===== config.mk =====
export PLATFORM = sky130hd
export DESIGN_NAME = square_wave_phase_sequencer_core
export DESIGN_NICKNAME = d
export VERILOG_FILES = /design/src/sqps_pkg.sv /design/src/sqps_scale.sv /design/src/sqps_sequencer.sv /design/src/square_wave_phase_sequencer_core.sv
export SDC_FILE = /design/constraint.sdc
export NUM_CORES = 2
export LEC_CHECK = 0
export BUFFER_PORTS_ARGS = -buffer_cell sky130_fd_sc_hd__buf_2
export CAP_MARGIN = 20
export CORE_MARGIN = 5
export CORE_UTILIZATION = 65
export DETAILED_ROUTE_END_ITERATION = 16
export HOLD_SLACK_MARGIN = 0.03
export PLACE_DENSITY = 0.82
export SETUP_SLACK_MARGIN = 0.5
export SYNTH_ARGS = -nofsm -noshare
export SYNTH_HDL_FRONTEND = slang
export SYNTH_SLANG_ARGS = --single-unit

===== constraint.sdc =====
create_clock -name clk_i -period 16.7 [get_ports clk_i]
set_input_delay 2.505 -clock clk_i [delete_from_list [all_inputs] [get_ports clk_i]]
set_output_delay 2.505 -clock clk_i [all_outputs]
set_load 0.01 [all_outputs]

===== src/sqps_pkg.sv =====
// Shared constants, types and helpers for the square-wave phase sequencer.
package sqps_pkg;

  // Widths of the counters, samples and Q0.16 fractions.
  localparam int COUNT_WIDTH  = 24;
  localparam int SAMPLE_WIDTH = 16;
  localparam int FRAC_WIDTH   = 16;
  localparam int FRAC_HALF    = 32768;
  localparam int CFG_DATA_WIDTH = (COUNT_WIDTH > FRAC_WIDTH) ? COUNT_WIDTH : FRAC_WIDTH;
  localparam int CFG_IDX_WIDTH  = 3;
  localparam int PHASE_WIDTH    = 4;

  // Configuration register indexes.
  localparam logic [CFG_IDX_WIDTH-1:0] REG_INITIAL_DELAY = 3'd0;
  localparam logic [CFG_IDX_WIDTH-1:0] REG_SETTLE_FIRST  = 3'd1;
  localparam logic [CFG_IDX_WIDTH-1:0] REG_TRAIL_FIRST   = 3'd2;
  localparam logic [CFG_IDX_WIDTH-1:0] REG_SETTLE_SECOND = 3'd3;
  localparam logic [CFG_IDX_WIDTH-1:0] REG_TRAIL_SECOND  = 3'd4;

  // Phase codes.
  localparam logic [PHASE_WIDTH-1:0] PH_DELAY    = 4'd0;
  localparam logic [PHASE_WIDTH-1:0] PH_EDGE0    = 4'd1;
  localparam logic [PHASE_WIDTH-1:0] PH_PERIOD   = 4'd2;
  localparam logic [PHASE_WIDTH-1:0] PH_SETTLE1  = 4'd3;
  localparam logic [PHASE_WIDTH-1:0] PH_COLLECT1 = 4'd4;
  localparam logic [PHASE_WIDTH-1:0] PH_EDGE1    = 4'd5;
  localparam logic [PHASE_WIDTH-1:0] PH_SETTLE2  = 4'd6;
  localparam logic [PHASE_WIDTH-1:0] PH_COLLECT2 = 4'd7;
  localparam logic [PHASE_WIDTH-1:0] PH_EDGE2    = 4'd8;

  typedef logic [COUNT_WIDTH-1:0] count_t;
  typedef logic [FRAC_WIDTH-1:0]  frac_t;
  // One more bit so that a full-scale fraction of 1.0 fits.
  typedef logic [FRAC_WIDTH:0]    frac_ext_t;

  // Configuration registers as seen by the sequencer.
  typedef struct packed {
    count_t initial_delay;
    frac_t  settle_first;
    frac_t  trail_first;
    frac_t  settle_second;
    frac_t  trail_second;
  } cfg_t;

  // One result transaction.
  typedef struct packed {
    logic [PHASE_WIDTH-1:0] handled_phase;
    logic                   phase_ended;
    count_t                 period_value;
  } result_t;

  // Saturating increment of a counter.
  function automatic count_t sat_inc(input count_t v);
    count_t res;
    res = (v == {COUNT_WIDTH{1'b1}}) ? v : v + count_t'(1);
    return res;
  endfunction

  // Window fraction: 1.0 - settle - trail, zero when that is not positive.
  function automatic frac_ext_t win_frac(input frac_t s, input frac_t t);
    frac_ext_t sum;
    frac_ext_t res;
    sum = {1'b0, s} + {1'b0, t};
    if (sum[FRAC_WIDTH]) begin
      res = '0;
    end else begin
      res = {1'b1, {FRAC_WIDTH{1'b0}}} - sum;
    end
    return res;
  endfunction

endpackage


===== src/sqps_scale.sv =====
// Scales a period by a Q0.16 fraction with round-half-up.
module sqps_scale (
  input  logic [sqps_pkg::FRAC_WIDTH:0]    frac_i,
  input  logic [sqps_pkg::COUNT_WIDTH-1:0] period_i,
  output logic [sqps_pkg::COUNT_WIDTH-1:0] len_o
);

  localparam int ProdWidth = sqps_pkg::FRAC_WIDTH + 1 + sqps_pkg::COUNT_WIDTH;

  logic [ProdWidth-1:0] prod;
  logic [ProdWidth:0]   rounded;

  // Single multiply, then add one half LSB and drop the fraction bits.
  assign prod    = ProdWidth'(frac_i) * ProdWidth'(period_i);
  assign rounded = {1'b0, prod} + (ProdWidth + 1)'(sqps_pkg::FRAC_HALF);
  assign len_o   = rounded[sqps_pkg::FRAC_WIDTH +: sqps_pkg::COUNT_WIDTH];

endmodule


===== src/sqps_sequencer.sv =====
// Phase state machine, counters and latched lengths of the sequencer.
module sqps_sequencer (
  input  logic                              clk_i,
  input  logic                              rst_ni,
  input  logic                              accept_i,
  input  logic [sqps_pkg::SAMPLE_WIDTH-1:0] voltage_i,
  input  sqps_pkg::cfg_t                    cfg_i,
  output sqps_pkg::result_t                 result_o
);

  logic [sqps_pkg::PHASE_WIDTH-1:0]  phase_q, phase_d;
  logic [sqps_pkg::SAMPLE_WIDTH-1:0] last_level_q, last_level_d;
  sqps_pkg::count_t delay_count_q, delay_count_d;
  sqps_pkg::count_t period_count_q, period_count_d;
  sqps_pkg::count_t settle_count_q, settle_count_d;
  sqps_pkg::count_t window_count_q, window_count_d;
  sqps_pkg::count_t settle_len1_q, settle_len1_d;
  sqps_pkg::count_t settle_len2_q, settle_len2_d;
  sqps_pkg::count_t window_len1_q, window_len1_d;
  sqps_pkg::count_t window_len2_q, window_len2_d;

  sqps_pkg::count_t calc_settle1, calc_settle2, calc_window1, calc_window2;
  sqps_pkg::count_t delay_inc;
  logic             changed;

  // Four scalers run in parallel on the running period count.
  sqps_scale u_settle1 (
    .frac_i  ({1'b0, cfg_i.settle_first}),
    .period_i(period_count_q),
    .len_o   (calc_settle1)
  );

  sqps_scale u_settle2 (
    .frac_i  ({1'b0, cfg_i.settle_second}),
    .period_i(period_count_q),
    .len_o   (calc_settle2)
  );

  sqps_scale u_window1 (
    .frac_i  (sqps_pkg::win_frac(cfg_i.settle_first, cfg_i.trail_first)),
    .period_i(period_count_q),
    .len_o   (calc_window1)
  );

  sqps_scale u_window2 (
    .frac_i  (sqps_pkg::win_frac(cfg_i.settle_second, cfg_i.trail_second)),
    .period_i(period_count_q),
    .len_o   (calc_window2)
  );

  assign changed   = (voltage_i != last_level_q);
  assign delay_inc = sqps_pkg::sat_inc(delay_count_q);

  // Next-state logic for one sample.
  always_comb begin
    phase_d        = phase_q;
    last_level_d   = last_level_q;
    delay_count_d  = delay_count_q;
    period_count_d = period_count_q;
    settle_count_d = settle_count_q;
    window_count_d = window_count_q;
    settle_len1_d  = settle_len1_q;
    settle_len2_d  = settle_len2_q;
    window_len1_d  = window_len1_q;
    window_len2_d  = window_len2_q;
    result_o.handled_phase = phase_q;
    result_o.phase_ended   = 1'b0;
    result_o.period_value  = period_count_q;

    case (phase_q)
      sqps_pkg::PH_DELAY: begin
        delay_count_d = delay_inc;
        if (delay_inc > cfg_i.initial_delay) begin
          last_level_d         = voltage_i;
          phase_d              = sqps_pkg::PH_EDGE0;
          result_o.phase_ended = 1'b1;
        end
      end
      sqps_pkg::PH_EDGE0, sqps_pkg::PH_EDGE1, sqps_pkg::PH_EDGE2: begin
        if (changed) begin
          last_level_d         = voltage_i;
          result_o.phase_ended = 1'b1;
          if (phase_q == sqps_pkg::PH_EDGE0) begin
            phase_d = sqps_pkg::PH_PERIOD;
          end else if (phase_q == sqps_pkg::PH_EDGE1) begin
            phase_d = sqps_pkg::PH_SETTLE2;
          end else begin
            phase_d = sqps_pkg::PH_EDGE0;
          end
        end
      end
      sqps_pkg::PH_PERIOD: begin
        if (changed) begin
          last_level_d         = voltage_i;
          settle_len1_d        = calc_settle1;
          settle_len2_d        = calc_settle2;
          window_len1_d        = calc_window1;
          window_len2_d        = calc_window2;
          period_count_d       = '0;
          phase_d              = sqps_pkg::PH_SETTLE1;
          result_o.phase_ended = 1'b1;
        end else begin
          period_count_d = sqps_pkg::sat_inc(period_count_q);
        end
      end
      sqps_pkg::PH_SETTLE1, sqps_pkg::PH_SETTLE2: begin
        settle_count_d = sqps_pkg::sat_inc(settle_count_q);
        if (settle_count_q > ((phase_q == sqps_pkg::PH_SETTLE1) ?
                              settle_len1_q : settle_len2_q)) begin
          settle_count_d       = '0;
          phase_d              = phase_q + 4'd1;
          result_o.phase_ended = 1'b1;
        end
      end
      sqps_pkg::PH_COLLECT1, sqps_pkg::PH_COLLECT2: begin
        window_count_d = sqps_pkg::sat_inc(window_count_q);
        if (window_count_q >= ((phase_q == sqps_pkg::PH_COLLECT1) ?
                               window_len1_q : window_len2_q)) begin
          window_count_d       = '0;
          phase_d              = phase_q + 4'd1;
          result_o.phase_ended = 1'b1;
        end
      end
      default: begin
        result_o.handled_phase = sqps_pkg::PH_DELAY;
        phase_d                = sqps_pkg::PH_DELAY;
      end
    endcase
  end

  // State registers advance only on an accepted transaction.
  always_ff @(posedge clk_i or negedge rst_ni) begin
    if (!rst_ni) begin
      phase_q        <= sqps_pkg::PH_DELAY;
      last_level_q   <= '0;
      delay_count_q  <= '0;
      period_count_q <= '0;
      settle_count_q <= '0;
      window_count_q <= '0;
      settle_len1_q  <= '0;
      settle_len2_q  <= '0;
      window_len1_q  <= '0;
      window_len2_q  <= '0;
    end else if (accept_i) begin
      phase_q        <= phase_d;
      last_level_q   <= last_level_d;
      delay_count_q  <= delay_count_d;
      period_count_q <= period_count_d;
      settle_count_q <= settle_count_d;
      window_count_q <= window_count_d;
      settle_len1_q  <= settle_len1_d;
      settle_len2_q  <= settle_len2_d;
      window_len1_q  <= window_len1_d;
      window_len2_q  <= window_len2_d;
    end
  end

  // The settle counter is only nonzero inside a settle phase.
  assert property (@(posedge clk_i) disable iff (!rst_ni)
    (settle_count_q != '0) |->
      (phase_q == sqps_pkg::PH_SETTLE1 || phase_q == sqps_pkg::PH_SETTLE2))
    else $error("settle counter left nonzero outside settle phases");

  // The window counter is only nonzero inside a collect phase.
  assert property (@(posedge clk_i) disable iff (!rst_ni)
    (window_count_q != '0) |->
      (phase_q == sqps_pkg::PH_COLLECT1 || phase_q == sqps_pkg::PH_COLLECT2))
    else $error("window counter left nonzero outside collect phases");

  // The period counter only runs during period measurement.
  assert property (@(posedge clk_i) disable iff (!rst_ni)
    (period_count_q != '0) |-> (phase_q == sqps_pkg::PH_PERIOD))
    else $error("period counter nonzero outside period phase");

  // A level change in the period phase ends it and starts the first settle.
  assert property (@(posedge clk_i) disable iff (!rst_ni)
    (accept_i && phase_q == sqps_pkg::PH_PERIOD && changed) |=>
      (phase_q == sqps_pkg::PH_SETTLE1 && period_count_q == '0))
    else $error("period end did not start first settle phase");

endmodule


===== src/square_wave_phase_sequencer_core.sv =====
// Top level of the square-wave phase sequencer: configuration and result register.
//
// Usage:
//   Input channel: voltage_i with in_valid_i / in_stall_o. A transaction is
//   taken at a rising edge with in_valid_i high and in_stall_o low.
//   Output channel: handled_phase_o, phase_ended_o, period_value_o with
//   out_valid_o / out_stall_i; each input sample yields exactly one result.
//   Configuration: cfg_we_i writes cfg_data_i into register cfg_index_i
//   (0 initial delay, 1..4 settle/trail fractions); write only while idle.
// The result is in the output register the cycle after the sample is taken.
// Throughput is one sample per cycle while the receiver does not stall, set by
// the single pass from the state registers through compares, counters and the
// four parallel 17x24 period scalers into the result register.
// Reset clears the phase to the initial delay, all counters and lengths, and
// all configuration registers to zero; no result is pending after reset.
// When the receiver stalls, the result register holds its contents and the
// input is stalled in the same cycle only while that register is full.
module square_wave_phase_sequencer_core (
  input  logic                                clk_i,
  input  logic                                rst_ni,
  input  logic                                in_valid_i,
  output logic                                in_stall_o,
  input  logic signed [sqps_pkg::SAMPLE_WIDTH-1:0] voltage_i,
  output logic                                out_valid_o,
  input  logic                                out_stall_i,
  output logic [sqps_pkg::PHASE_WIDTH-1:0]    handled_phase_o,
  output logic                                phase_ended_o,
  output logic [sqps_pkg::COUNT_WIDTH-1:0]    period_value_o,
  input  logic                                cfg_we_i,
  input  logic [sqps_pkg::CFG_IDX_WIDTH-1:0]  cfg_index_i,
  input  logic [sqps_pkg::CFG_DATA_WIDTH-1:0] cfg_data_i
);

  sqps_pkg::cfg_t    cfg_q;
  sqps_pkg::result_t result;
  sqps_pkg::result_t result_q;
  logic              out_valid_q;
  logic              accept;

  // Input is stalled only while an undelivered result is being held back.
  assign in_stall_o = out_valid_q & out_stall_i;
  assign accept     = in_valid_i & ~in_stall_o;

  // Configuration register file.
  always_ff @(posedge clk_i or negedge rst_ni) begin
    if (!rst_ni) begin
      cfg_q <= '0;
    end else if (cfg_we_i) begin
      case (cfg_index_i)
        sqps_pkg::REG_INITIAL_DELAY: begin
          cfg_q.initial_delay <= cfg_data_i[sqps_pkg::COUNT_WIDTH-1:0];
        end
        sqps_pkg::REG_SETTLE_FIRST: begin
          cfg_q.settle_first <= cfg_data_i[sqps_pkg::FRAC_WIDTH-1:0];
        end
        sqps_pkg::REG_TRAIL_FIRST: begin
          cfg_q.trail_first <= cfg_data_i[sqps_pkg::FRAC_WIDTH-1:0];
        end
        sqps_pkg::REG_SETTLE_SECOND: begin
          cfg_q.settle_second <= cfg_data_i[sqps_pkg::FRAC_WIDTH-1:0];
        end
        sqps_pkg::REG_TRAIL_SECOND: begin
          cfg_q.trail_second <= cfg_data_i[sqps_pkg::FRAC_WIDTH-1:0];
        end
        default: begin
        end
      endcase
    end
  end

  sqps_sequencer u_sequencer (
    .clk_i    (clk_i),
    .rst_ni   (rst_ni),
    .accept_i (accept),
    .voltage_i(voltage_i),
    .cfg_i    (cfg_q),
    .result_o (result)
  );

  // Result register: loads on every accepted transaction, empties when taken.
  always_ff @(posedge clk_i or negedge rst_ni) begin
    if (!rst_ni) begin
      out_valid_q <= 1'b0;
    end else if (accept) begin
      out_valid_q <= 1'b1;
    end else if (!out_stall_i) begin
      out_valid_q <= 1'b0;
    end
  end

  always_ff @(posedge clk_i) begin
    if (accept) begin
      result_q <= result;
    end
  end

  assign out_valid_o     = out_valid_q;
  assign handled_phase_o = result_q.handled_phase;
  assign phase_ended_o   = result_q.phase_ended;
  assign period_value_o  = result_q.period_value;

endmodule


==> impl_metrics.tcl <==
set metrics [dict create \
    via_count_of_the_first_global_routing_pass 55600 \
    sequential_cell_area_um2 8430 \
    worst_clock_skew_ns 0.0374 \
    max_slew_headroom_pct 21.0 \
    final.period_utilization_pct 65.4 \
    routed_wl_mm 179 \
    fp.coreArea_um2 103000 \
    min_path_cells 2 \
    holdCritPathClass "reg2reg" \
    die_h_um 332 \
    grt_max_degree 96 \
    gr-total-overflow 0 \
    placementRows 118 \
    wire_length_of_the_first_global_routing_pass_mm 293 \
    fin_nets 9251 \
    numCtsBuffers 43 \
    number_of_vias_per_cell_after_detailed_routing 5.96 \
    synth_top_area_share_pct 37.7 \
    netlist_area_um2 67400 \
    worst_skew_late_latency_ns 0.62 \
    synth_seq_cells 330 \
    clock_sinks 330 \
    dp_hpwl_mm 132 \
    ctsResizeCount 0 \
    layout-drive-gt1-share_pct 5.80 \
    ys_dominant_reg_cell "dfrtp_1" \
    io_buffer_count 78 \
    area_delta_synth_final_pct 4.45 \
    crit_type "reg2reg" \
    synth-edff-count 29 \
    multiInputGateArea_um2 51800 \
    synth_top_area_cell "fa_1" \
    grt_util_met2_pct 53.3 \
    crit_top_cell "fa_1" \
    crit_required_ns 17.14 \
    setup_repair_after_global_routing_missed_its_margin "no" \
    leakage_nw 35.7 \
    async_flop_share_pct 91.2 \
    postSynthCellCount 7470 \
    max-cap-violations 0 \
    setup_viol 0 \
    drtAntennaViolNets 0 \
    ys_top_cells_by_area "fa_1 38%, ha_1 12%, dfrtp_1 11%, inv_1 8.4%, nand2_1 7.1%" \
    yosys_warnings 0 \
    worst_setup_path_start_kind "flop" \
    peak_clock_frequency_supported_by_timing_mhz 91.6 \
    final_slew_violations 0 \
    remaining_drc_errors 0 \
    grt_busiest_layer "met2" \
    fill_cells 7825 \
    antenna_found_initial 6 \
    critPathSlowestCell "dfrtp_1" \
    dr_total_vias 52000 \
    cts_post_setup_buffers_inserted 0 \
    route.detailed.wl_per_inst_um 20.6 \
    worst-r2r-cell-count 32 \
    final_period_minus_worst_setup_slack_ns 10.92 \
    p_per_area_nw_per_um2 55.3 \
    die-area_um2 110000 \
    postSynthAreaPerCell_um2 9.02 \
    clkTransAtPathRegs_ns 0.06 \
    critical_path_sink_type "flop" \
    worst_ep_arrival_time_ns 11.35 \
    grtUsageMet3_pct 7.96 \
    worst-slew-pin-transition_ns 1.18 \
    clk_path_buf_depth 3 \
    endpoints_failing_hold 0 \
    cts_max_level 2 \
    finish.utilization_pct 68.2 \
    path_max_fanout 26 \
    cts_root_buf "clkbuf_16" \
    critical_path.max_stage_delay_ns 0.93 \
    run_status "completed" \
    grtUsageTotal_pct 33.1 \
    irDropWorstVdd_mv 0.126 \
    drt_first_iter_violations 4492 \
    start_util_pct 65.3 \
    synth_cell_type_count 89 \
    synth.cells.most_frequent "1512 x inv_1, 1271 x nand2_1, 1268 x fa_1" \
    first_pass_iters 6 \
    tritoncts_clock_tree "done" \
    synth_fp_nets 9410 \
    grt_util_met1_pct 43.9 \
    rd_place_congestion 0.946 \
    die_w_um 332 \
    yosysMostFrequentCell "inv_1" \
    cts.hold.buffers_added 0 \
    synth_sequential_area_ratio_pct 12.5 \
    timing.setup.tns_ns 0 \
    floorplan.io_pins 79 \
]
## power by group
part           total [mW]  internal (mW)  switching [mW]
logic                1.95          0.469            1.48
registers           0.986          0.899          0.0868
clock network       0.962          0.555           0.406
## stage by stage
step / hold slack, ns / power (mW) / cells / setup slack (ns) / area, µm²
6_report: 0.470 / 3.89 / 8729 / 5.78 / 70400
4_1_cts: 0.477 / 3.83 / 8720 / 5.91 / 70300
2_1_floorplan: 0.423 / 2.08 / 7470 / 7.62 / 67400
3_5_place_dp: 0.464 / 2.85 / 8644 / 5.97 / 68900
5_1_grt: 0.502 / 4.03 / 8722 / 5.35 / 70400
3_3_place_gp: 0.450 / 2.80 / 8644 / 6.30 / 68900
## registers in the layout, summed over array words and instances (netlist names)
signal / count
cfg_q: 88
handled_phase_o: 4
out_valid_o: 1
period_value_o: 24
phase_ended_o: 1
u_sequencer.delay_count_q: 24
u_sequencer.last_level_q: 16
u_sequencer.period_count_q: 24
u_sequencer.phase_q: 4
u_sequencer.settle_count_q: 24
u_sequencer.settle_len1_q: 24
u_sequencer.settle_len2_q: 24
u_sequencer.window_count_q: 24
u_sequencer.window_len1_q: 24
u_sequencer.window_len2_q: 24
## logic make-up (layout without fill, tap and decap cells)
family	after synthesis	count (layout)	synth area share [%]
multiplexers	135	135	2.16
flip-flops	330	330	12.5
other	0	7	0
XOR/XNOR	262	262	3.42
adder cells (fa/ha/maj)	1892	1892	49.3
buffers and inverters	1905	1777	10.7
AO/OA/AOI/OAI	556	556	5.11
AND/OR/NAND/NOR	2390	2390	16.9
## layer usage
| metal | up-vias | wire length, µm |
|---|---|---|
| met5 | - | 16 |
| li1 | 22300 | - |
| met3 | 641 | 20400 |
| met2 | 2895 | 83000 |
| met4 | 2 | 8870 |
| met1 | 26100 | 67300 |
## worst paths after layout
| check | from | end | slack (ns) |
|---|---|---|---|
| min in group asynchronous | rst_ni | u_sequencer.settle_len1_q[20] | 1.90 |
| setup reg to reg | cfg_q[51] | u_sequencer.window_len1_q[16] | 5.78 |
| hold / removal | u_sequencer.settle_len1_q[1] | u_sequencer.settle_len1_q[1] | 0.47 |
| setup / recovery | cfg_q[51] | u_sequencer.window_len1_q[16] | 5.78 |
| max in group asynchronous | rst_ni | u_sequencer.period_count_q[4] | 11.52 |
| hold reg to reg | u_sequencer.settle_len1_q[1] | u_sequencer.settle_len1_q[1] | 0.47 |
## worst max-delay path: cells and delay by family (launching register included)
kind / cells / cell delay, ns
adders and majority gates: 8 / 3.82
and+or+nand+nor: 8 / 2.66
AOI/OAI and AO/OA: 10 / 2.35
DFF: 1 / 0.93
xor gates and xnor gates: 3 / 0.79
buffers and inverters: 3 / 0.18
## layout by cell type, fill, tap and decap left out, types with 83 or more instances in the layout
cell / n
o21ai_0: 182
dfrtp_1: 277
a21oi_1: 137
xnor2_1: 161
fa_1: 1268
and2_1: 497
mux2_2: 83
xor2_1: 100
and3_1: 124
ha_1: 624
inv_1: 1511
buf_4: 109
nand2_1: 1271
nor2_1: 160
## area by class of cell
class / instances / area share (%)
inverter: 1512 / 8.07
clock buffer: 56 / 1.64
sequential: 330 / 12.0
antenna: 7 / 0.0249
timing repair buffer: 189 / 1.78
multi-input combinational: 5235 / 73.7
tap: 1380 / 2.45
clock inverter: 20 / 0.379
No activity file was read; power rests on OpenSTA's default activity.
